`src/hw/rtl/pve_pkg.sv`:
```
`default_nettype none
package pve_pkg;

  localparam int QUEUE_DEPTH = 4;
  localparam int SLOPE_SH    = 16;
  localparam int STEP_SH     = 15;

  localparam logic [1:0] ST_VERTEX = 2'd0;
  localparam logic [1:0] ST_CLAMP  = 2'd1;
  localparam logic [1:0] ST_DEGEN  = 2'd2;
  localparam logic [1:0] ST_CONVEX = 2'd3;

  typedef struct packed {
    logic signed [31:0] first_x;
    logic signed [31:0] second_x;
    logic signed [31:0] third_x;
    logic signed [31:0] first_y;
    logic signed [31:0] second_y;
    logic signed [31:0] third_y;
  } pve_in_t;

  typedef struct packed {
    logic signed [31:0] best_x;
    logic [1:0]         status;
  } pve_out_t;

  typedef struct packed {
    logic signed [32:0] dy2;
    logic signed [32:0] dx2;
    logic signed [32:0] dy3;
    logic signed [32:0] dx3;
    logic signed [32:0] dx23;
    logic signed [31:0] mid;
    logic signed [31:0] x1;
    logic signed [31:0] xmax;
    logic               coinc;
  } pve_item_t;

  function automatic logic [63:0] mag64(input logic signed [63:0] v);
    return v[63] ? 64'(-v) : 64'(v);
  endfunction

  function automatic logic signed [63:0] sext33(input logic signed [32:0] v);
    return {{31{v[32]}}, v};
  endfunction

  // trunc((a + b) / 2)
  function automatic logic signed [31:0] half_sum(input logic signed [31:0] a,
                                                  input logic signed [31:0] b);
    logic signed [32:0] s;
    logic signed [32:0] t;
    s = {a[31], a} + {b[31], b};
    t = s + {32'd0, s[32]};
    return t[32:1];
  endfunction

endpackage
`default_nettype wire

```
`src/hw/rtl/pve_front.sv`:
```
`default_nettype none
module pve_front (
  input  pve_pkg::pve_in_t   pts,
  output pve_pkg::pve_item_t item
);
  import pve_pkg::*;

  logic signed [31:0] xm;
  logic signed [31:0] ym;

  always_comb begin
    xm = pts.second_x;
    ym = pts.second_y;
    if (pts.first_y > ym) begin
      xm = pts.first_x;
      ym = pts.first_y;
    end
    if (pts.third_y > ym) begin
      xm = pts.third_x;
    end
    item.xmax  = xm;
    item.coinc = (pts.first_x == pts.second_x) || (pts.first_x == pts.third_x) ||
                 (pts.second_x == pts.third_x);
    item.dy2   = {pts.first_y[31], pts.first_y} - {pts.second_y[31], pts.second_y};
    item.dx2   = {pts.first_x[31], pts.first_x} - {pts.second_x[31], pts.second_x};
    item.dy3   = {pts.first_y[31], pts.first_y} - {pts.third_y[31], pts.third_y};
    item.dx3   = {pts.first_x[31], pts.first_x} - {pts.third_x[31], pts.third_x};
    item.dx23  = {pts.second_x[31], pts.second_x} - {pts.third_x[31], pts.third_x};
    item.mid   = half_sum(pts.first_x, pts.second_x);
    item.x1    = pts.first_x;
  end

endmodule
`default_nettype wire

```
`config.mk`:
```
export PLATFORM = sky130hd
export DESIGN_NAME = pve_front
export DESIGN_NICKNAME = d
export VERILOG_FILES = /design/src/hw/rtl/pve_pkg.sv /design/src/hw/rtl/pve_front.sv
export SDC_FILE = /design/constraint.sdc
export NUM_CORES = 1
export LEC_CHECK = 0
export ABC_AREA = 1
export BUFFER_PORTS_ARGS = -buffer_cell sky130_fd_sc_hd__buf_2
export CAP_MARGIN = 10
export CORE_MARGIN = 4
export CORE_UTILIZATION = 50
export DETAILED_ROUTE_END_ITERATION = 8
export GPL_TIMING_DRIVEN = 1
export PLACE_DENSITY = 0.81
export SLEW_MARGIN = 25
export SYNTH_ARGS = -nofsm -noshare
export SYNTH_HDL_FRONTEND = slang
export SYNTH_SLANG_ARGS = --single-unit
```
`constraint.sdc`:
```
create_clock -name vclk -period 4.6
set_input_delay 0.23 -clock vclk [all_inputs]
set_output_delay 0.23 -clock vclk [all_outputs]
set_load 0.01 [all_outputs]
```
==> flow_summary.ini <==
[detailed_routing]
wire_per_inst_um = 21.13
drt-vias-per-instance = 5.867
vias = 21380
drtAntennaViolNets = 0
drt-pass1-iter-count = 7
drc = 0
routed_wl_um = 77000
drt_iter0_markers = 2302

[synthesis]
netlist.area_leader.share_pct = 18.28
yosys_warnings = 0
synth_most_common_cell = nand2_1
synth_common_cells = 779 x nand2_1, 423 x inv_1, 228 x nor2_1
syn-instance-count = 2841
synth-seq-area-share_pct = 0
netlist_area_um2 = 15990
syn_nets = 3265
synth_area_per_cell_um2 = 5.629
yosysTopAreaCell = nand2_1
ys_types = 53
yosys-top-cells-area = nand2_1 18%, ha_1 18%, inv_1 9.9%, xor2_1 6.8%, a21oi_1 6.5%

[grt]
grt_pass1_wl_um = 114500
grt_pass1_vias = 20520
antenna_found_initial = 3
grt_max_degree = 49
grt.total_usage_pct = 40.67
globalRoute.totalOverflow = 0

[final_layout]
regArea_um2 = 0
drive_above_1_share_pct = 21.22
nets = 3664
area_delta_synth_final_pct = 16.85
design_area_um2 = 18690
nClkBuffers = 0
seq_cell_count = 0

[placement]
dpl_cell_area_um2 = 18370
gp_congestion = 1.087
numPortBuffers = 454
dp_slack_ps = -103.4
dpl.hpwl_um = 66710

[sta]
finalWorstSetupSlack_ps = 136.3
timing.hold.ws_ps = 742.6
slew_viol_final = 0
finalCriticalPeriod_ps = 4464
worst_slew_pin_slew_ps = 676.8
fin_crit_sh_pct = 97.04
fmax_mhz = 224.0
setup_viol = 0
relSlewSlack_pct = 54.47
hold_viol = 0

[floorplan]
start_util_pct = 50.68
fp.dieH_um = 186.8
core_um2 = 31560
num_io_pins = 454
rows = 65
die-area_um2 = 34910
die_w_um = 186.8

[critical_path]
critPathCaptureType = output pin
worstSetupPathType = in2out
crit_fanout = 15
cp.buffers_inverters = 7
cp_slowest_cell = ha_2
cp_common_cell = nand2_1
cp-start-kind = input port
cp_data_required_time_ps = 4370
arrival_ps = 4230
slowest_delay_ps = 320
worst_path_dominant_cell_family = simple AND/OR/NAND/NOR gates

[worst_hold_path]
min_from = pts[160]
min_to = item[33]
whs_path_depth = 2
hold_path.class = in2out

[status]
status = completed

[job]
cap_violations = 0
area by class of cell:
| class | instances | area [µm²] |
|---|---|---|
| Tap cell | 402 | 503.0 |
| Multi-Input combinational cell | 2290 | 13820 |
| Inverter | 462 | 1737 |
| Timing Repair Buffer | 486 | 2618 |
| Antenna cell | 4 | 10.01 |
| Fill cell | 3284 | 12870 |
cells in the final DEF (no fill, tap or decap), types with 32 or more instances in the layout:
master,count
xor2_1,124
nor2_2,43
nand3_1,139
inv_1,423
inv_2,32
nand4_1,69
o21bai_1,52
ha_1,213
a21oi_1,204
buf_2,454
o21ai_0,109
nand2_1,776
xnor2_1,43
nand2_2,45
nor2_1,224
metal layers:
layer | GRT usage, % | wire (µm) | part of all wire, % | vias up
met1 | 54.00 | 30770 | 40 | 9788
met4 | 16.98 | 4067 | 5.3 | 0
met5 | 0 | 0 | 0 | -
met3 | 8.156 | 9322 | 12 | 244
li1 | - | - | - | 9996
met2 | 64.48 | 32840 | 43 | 1352
kinds of logic (layout without fill, tap and decap cells):
kind of cell               count (synthesis)  count (layout)  synth area share (%)
xor gates and xnor gates                 172             172                 9.725
AOI/OAI and AO/OA                        504             504                 18.71
adders and majority gates                232             232                 18.43
and+or+nand+nor                         1382            1382                 38.35
buffers and inverters                    551             948                 14.79
other                                      0               4                     0
timing repair:
item | in CTS | in global routing
endpoints found under the setup margin | 32 | 32
pin swaps | 0 | 8
hold buffers | 0 | 0
cloned | 0 | 3
gates resized for setup | 1 | 42
buffers inserted | 0 | 3
worst max-delay path by stage:
stage / cells after the start / start / endpoint
final: 27 / pts[44] / item[2]
after floorplan: 30 / pts[52] / item[10]
after global placement: 22 / pts[44] / item[2]
after global routing: 27 / pts[44] / item[1]
after CTS: 27 / pts[40] / item[2]
after detailed placement: 27 / pts[40] / item[2]
through the flow:
stage                     instances  util, %  setup TNS (ps)
final                          3644    59.21               0
after CTS                      3634    58.24               0
after global routing           3642    59.20          -755.5
after detailed placement       3634    58.22           -1534
after global placement         3634    58.22          -114.5
after floorplan                2841        -               0
