### src/hw/rtl/pve_pkg.sv
`default_nettype none
package pve_pkg;

  localparam int QUEUE_DEPTH = 4;
  localparam int SLOPE_SH    = 16;
  localparam int STEP_SH     = 15;

  localparam logic [1:0] ST_VERTEX = 2'd0;
  localparam logic [1:0] ST_CLAMP  = 2'd1;
  localparam logic [1:0] ST_DEGEN  = 2'd2;
  localparam logic [1:0] ST_CONVEX = 2'd3;

  typedef struct packed {
    logic signed [31:0] first_x;
    logic signed [31:0] second_x;
    logic signed [31:0] third_x;
    logic signed [31:0] first_y;
    logic signed [31:0] second_y;
    logic signed [31:0] third_y;
  } pve_in_t;

  typedef struct packed {
    logic signed [31:0] best_x;
    logic [1:0]         status;
  } pve_out_t;

  typedef struct packed {
    logic signed [32:0] dy2;
    logic signed [32:0] dx2;
    logic signed [32:0] dy3;
    logic signed [32:0] dx3;
    logic signed [32:0] dx23;
    logic signed [31:0] mid;
    logic signed [31:0] x1;
    logic signed [31:0] xmax;
    logic               coinc;
  } pve_item_t;

  function automatic logic [63:0] mag64(input logic signed [63:0] v);
    return v[63] ? 64'(-v) : 64'(v);
  endfunction

  function automatic logic signed [63:0] sext33(input logic signed [32:0] v);
    return {{31{v[32]}}, v};
  endfunction

  // trunc((a + b) / 2)
  function automatic logic signed [31:0] half_sum(input logic signed [31:0] a,
                                                  input logic signed [31:0] b);
    logic signed [32:0] s;
    logic signed [32:0] t;
    s = {a[31], a} + {b[31], b};
    t = s + {32'd0, s[32]};
    return t[32:1];
  endfunction

endpackage
`default_nettype wire

### src/hw/rtl/pve_fifo.sv
`default_nettype none
module pve_fifo #(
  parameter int DEPTH = pve_pkg::QUEUE_DEPTH
) (
  input  logic                clk,
  input  logic                rst,
  input  logic                push,
  input  pve_pkg::pve_item_t  wdata,
  input  logic                pop,
  output logic                full,
  output logic                empty,
  output pve_pkg::pve_item_t  rdata
);
  import pve_pkg::*;

  localparam int AW = (DEPTH > 1) ? $clog2(DEPTH) : 1;
  localparam int CW = $clog2(DEPTH + 1);

  pve_item_t       mem [0:DEPTH-1];
  logic [AW-1:0]   wr_ptr;
  logic [AW-1:0]   rd_ptr;
  logic [CW-1:0]   count;

  assign full  = (count == CW'(DEPTH));
  assign empty = (count == '0);
  assign rdata = mem[rd_ptr];

  always_ff @(posedge clk) begin
    if (push) begin
      mem[wr_ptr] <= wdata;
    end
  end

  always_ff @(posedge clk) begin
    if (rst) begin
      wr_ptr <= '0;
      rd_ptr <= '0;
      count  <= '0;
    end else begin
      if (push) begin
        wr_ptr <= (wr_ptr == AW'(DEPTH - 1)) ? '0 : wr_ptr + 1'b1;
      end
      if (pop) begin
        rd_ptr <= (rd_ptr == AW'(DEPTH - 1)) ? '0 : rd_ptr + 1'b1;
      end
      if (push && !pop) begin
        count <= count + 1'b1;
      end else if (pop && !push) begin
        count <= count - 1'b1;
      end
    end
  end

endmodule
`default_nettype wire

### config.mk
export PLATFORM = sky130hd
export DESIGN_NAME = pve_fifo
export DESIGN_NICKNAME = d
export VERILOG_FILES = /design/src/hw/rtl/pve_pkg.sv /design/src/hw/rtl/pve_fifo.sv
export SDC_FILE = /design/constraint.sdc
export NUM_CORES = 1
export LEC_CHECK = 0
export BUFFER_PORTS_ARGS = -buffer_cell sky130_fd_sc_hd__buf_2
export CAP_MARGIN = 20
export CORE_MARGIN = 2
export CORE_UTILIZATION = 50
export DETAILED_ROUTE_END_ITERATION = 8
export GPL_ROUTABILITY_DRIVEN = 0
export GPL_TIMING_DRIVEN = 0
export PLACE_DENSITY = 0.71
export SLEW_MARGIN = 20
export SYNTH_ARGS = -nofsm -noshare
export SYNTH_HDL_FRONTEND = slang
export SYNTH_SLANG_ARGS = --single-unit
### constraint.sdc
create_clock -name clk -period 12.3 [get_ports clk]
set_clock_uncertainty 0.15 [all_clocks]
set_input_delay 3.075 -clock clk [delete_from_list [all_inputs] [get_ports clk]]
set_output_delay 3.075 -clock clk [all_outputs]
set_load 0.1 [all_outputs]
==> impl_metrics.toml <==
[power]
combPwrFrac = 0.173
ir_worst_vdd_v = 0.000157
intPower_mw = 6.16
p_sw_frac = 0.288
p_sw_mw = 2.50
power_density_nw_per_um2 = 188
p_leak_nw = 15.5
seq_power_share = 0.481
clock_power_share = 0.346

[run]
cap_violations = 0

[global_routing]
grt_use_met3 = 0.0764
grt_pass1_wl_um = 113000
grt_max_degree = 48
grt_busiest_layer = "met2"
grt_use_total = 0.194
overflow = 0
globalRouteMet1Util = 0.241
grt_pass1_vias = 18200
grt_use_met2 = 0.319
antenna_found_initial = 32

[cells_and_area]
fin_nets = 2344
n_fill_cell = 5221
multiInputGateArea_um2 = 6160
areaGrowthSynthToFinish_pct = 20.4
instances_no_fill = 3144
layout-drive-gt1-share = 0.469
regArea_um2 = 31700

[floorplan]
die_x_um = 280
start_util = 0.504
rows = 101
fp.dieH_um = 280
pin_count = 530
core-area_um2 = 75800
design.die.area_um2 = 78700

[sta]
period_share = 0.540
finalMaxSlewViolations = 0
hold_viol = 0
fin_ws_ns = 5.65
clock.fmax_ghz = 0.150
rsz0062_at_grt = "false"
worst_pin_slew_ns = 0.845
relSlewSlack = 0.436
period_needed_ns = 6.65
setup_viol = 0
fin_hold_ws_ns = 0.376

[clocking]
cts_sinks = 1057
post_cts_resized = 0
cts_tree = "done"
clock_latency_ns = 0.65
clk_pin_slew_worst_paths_ns = 0.06
cts-root-buf = "clkbuf_16"
post_cts_buffers = 0
hold_buffers = 0
clockBufferDepth = 3
htreeDepth = 3
numCtsBuffers = 104

[worst_setup_path]
cp.required_ns = 9.07
crit_fanout = 11
reg2reg_depth = 5
end_kind = "primary output"
cp-endpoint = "rdata[111]"
r2r-end = "mem[3][172]"
crit_path_start_kind = "flip-flop"
path_class = "reg -> out"
reg2reg_from = "wr_ptr[0]"
worst-endpoint-arrival_ns = 3.42
rrSetupSlack_ns = 9.75

[yosys]
synth.distinct_cells = 18
yosys-top-cells-count = "1048 x edfxtp_1, 262 x mux4_2, 28 x buf_2"
syn-cell-area_um2 = 38200
synth_edf_count = 1048
synth.net_count = 1685
async_reset_ff_frac = 0
ys_seq_elements = 1057
syn_area_per_cell_um2 = 27.1
yosysSeqAreaShare = 0.828
yosys.area.top_type = "edfxtp_1"
synth_ff_type = "edfxtp_1"
synth_cells = 1412
synth_area_leaders = "edfxtp_1 82%, mux4_2 15%, buf_6 0.62%"
yosysMostFrequentCell = "edfxtp_1"
synth_top_area_share = 0.823
ys_warn_count = 0

[detailed_routing]
vias = 17500
ant_nets = 0
wl_um = 77100
drc = 0
drt_iter0_drc = 1096
first_pass_iters = 4
wl_per_cell_um = 24.5
viasPerCell = 5.55

[placement]
dp_slack_ns = 6.27
post-dp-hpwl_um = 51300
io_buffers = 529
place_inst = 2943

[worst_hold_path]
hold_class = "reg -> reg"

[run_status]
status = "finished clean"
[placed cells by master (no fill, tap or decap), drive strengths merged]
cell type,n
clkbuf,134
ha,6
dfxtp,9
buf,602
edfxtp,1048
fa,1
inv,8
nor3b,2
xor2,2
or3,1
mux2i,4
o21ai,1
mux4,262
bufinv,8
nor3,1
and2,4
a21oi,2
diode,16
clkinvlp,1
nor2,7
clkinv,47
[power by group through the flow]
stage / clock network (mW) / logic, mW / registers (mW)
2_1_floorplan: 0 / 1.19 / 4.27
3_3_place_gp: 0 / 1.47 / 4.31
3_5_place_dp: 0 / 1.51 / 4.24
4_1_cts: 3.07 / 1.52 / 4.17
5_1_grt: 3.19 / 1.55 / 4.17
6_report: 3.00 / 1.50 / 4.16
[per-layer routing]
layer / up-vias / share of wire
li1: 7511 / -
met1: 9122 / 0.37
met2: 635 / 0.50
met3: 145 / 0.10
met4: 40 / 0.022
met5: - / 0.0034
[stage by stage]
stage               utilization  TNS [ns]  total power [mW]  cell area, um^2
global route              0.606         0              8.92            46000
global placement          0.555  -2370.57              5.78            42100
finish                    0.607         0              8.66            46000
floorplan                     -         0              5.46            38200
detailed placement        0.563         0              5.75            42700
CTS                       0.606         0              8.75            46000
[registers in the layout, summed over array words and instances, names as in the netlist, named ones only]
name and count:
wr_ptr 2, rd_ptr 2, mem 1048, count 3
[area by class of cell]
class	count	area share
Inverter	4	0.000326
Multi-Input combinational cell	293	0.134
Clock buffer	125	0.0583
Clock inverter	60	0.0122
Sequential cell	1057	0.688
Buffer	58	0.00892
Timing Repair Buffer	553	0.0709
Antenna cell	16	0.000870
Tap cell	978	0.0266
[how the worst min path moves through the flow]
stage | startpoint | endpoint | slack, ns | depth (start not counted)
detailed placement | count[2] | count[2] | 0.37 | 2
finish | count[2] | count[2] | 0.38 | 2
global placement | count[2] | count[2] | 0.35 | 2
CTS | count[2] | count[2] | 0.38 | 2
floorplan | count[2] | count[2] | 0.31 | 2
global route | count[2] | count[2] | 0.41 | 2
[kinds of logic after synthesis]
| group | count (synthesis) | share of synthesized area |
|---|---|---|
| DFF | 1057 | 0.828 |
| muxes | 266 | 0.155 |
| buffers and inverters | 62 | 0.0111 |
| and+or+nand+nor | 15 | 0.00203 |
| adders and majority gates | 7 | 0.00249 |
| AOI/OAI and AO/OA | 3 | 0.000393 |
| xor gates and xnor gates | 2 | 0.000458 |
[critical path: stages, from the launching register on]
cell and delay, ns:
dfxtp_1 0.30, buf_2 0.43, clkbuf_1 0.69, buf_2 0.45
mux4_2 0.39, buf_2 0.47
(Power assumes the default switching activity.)
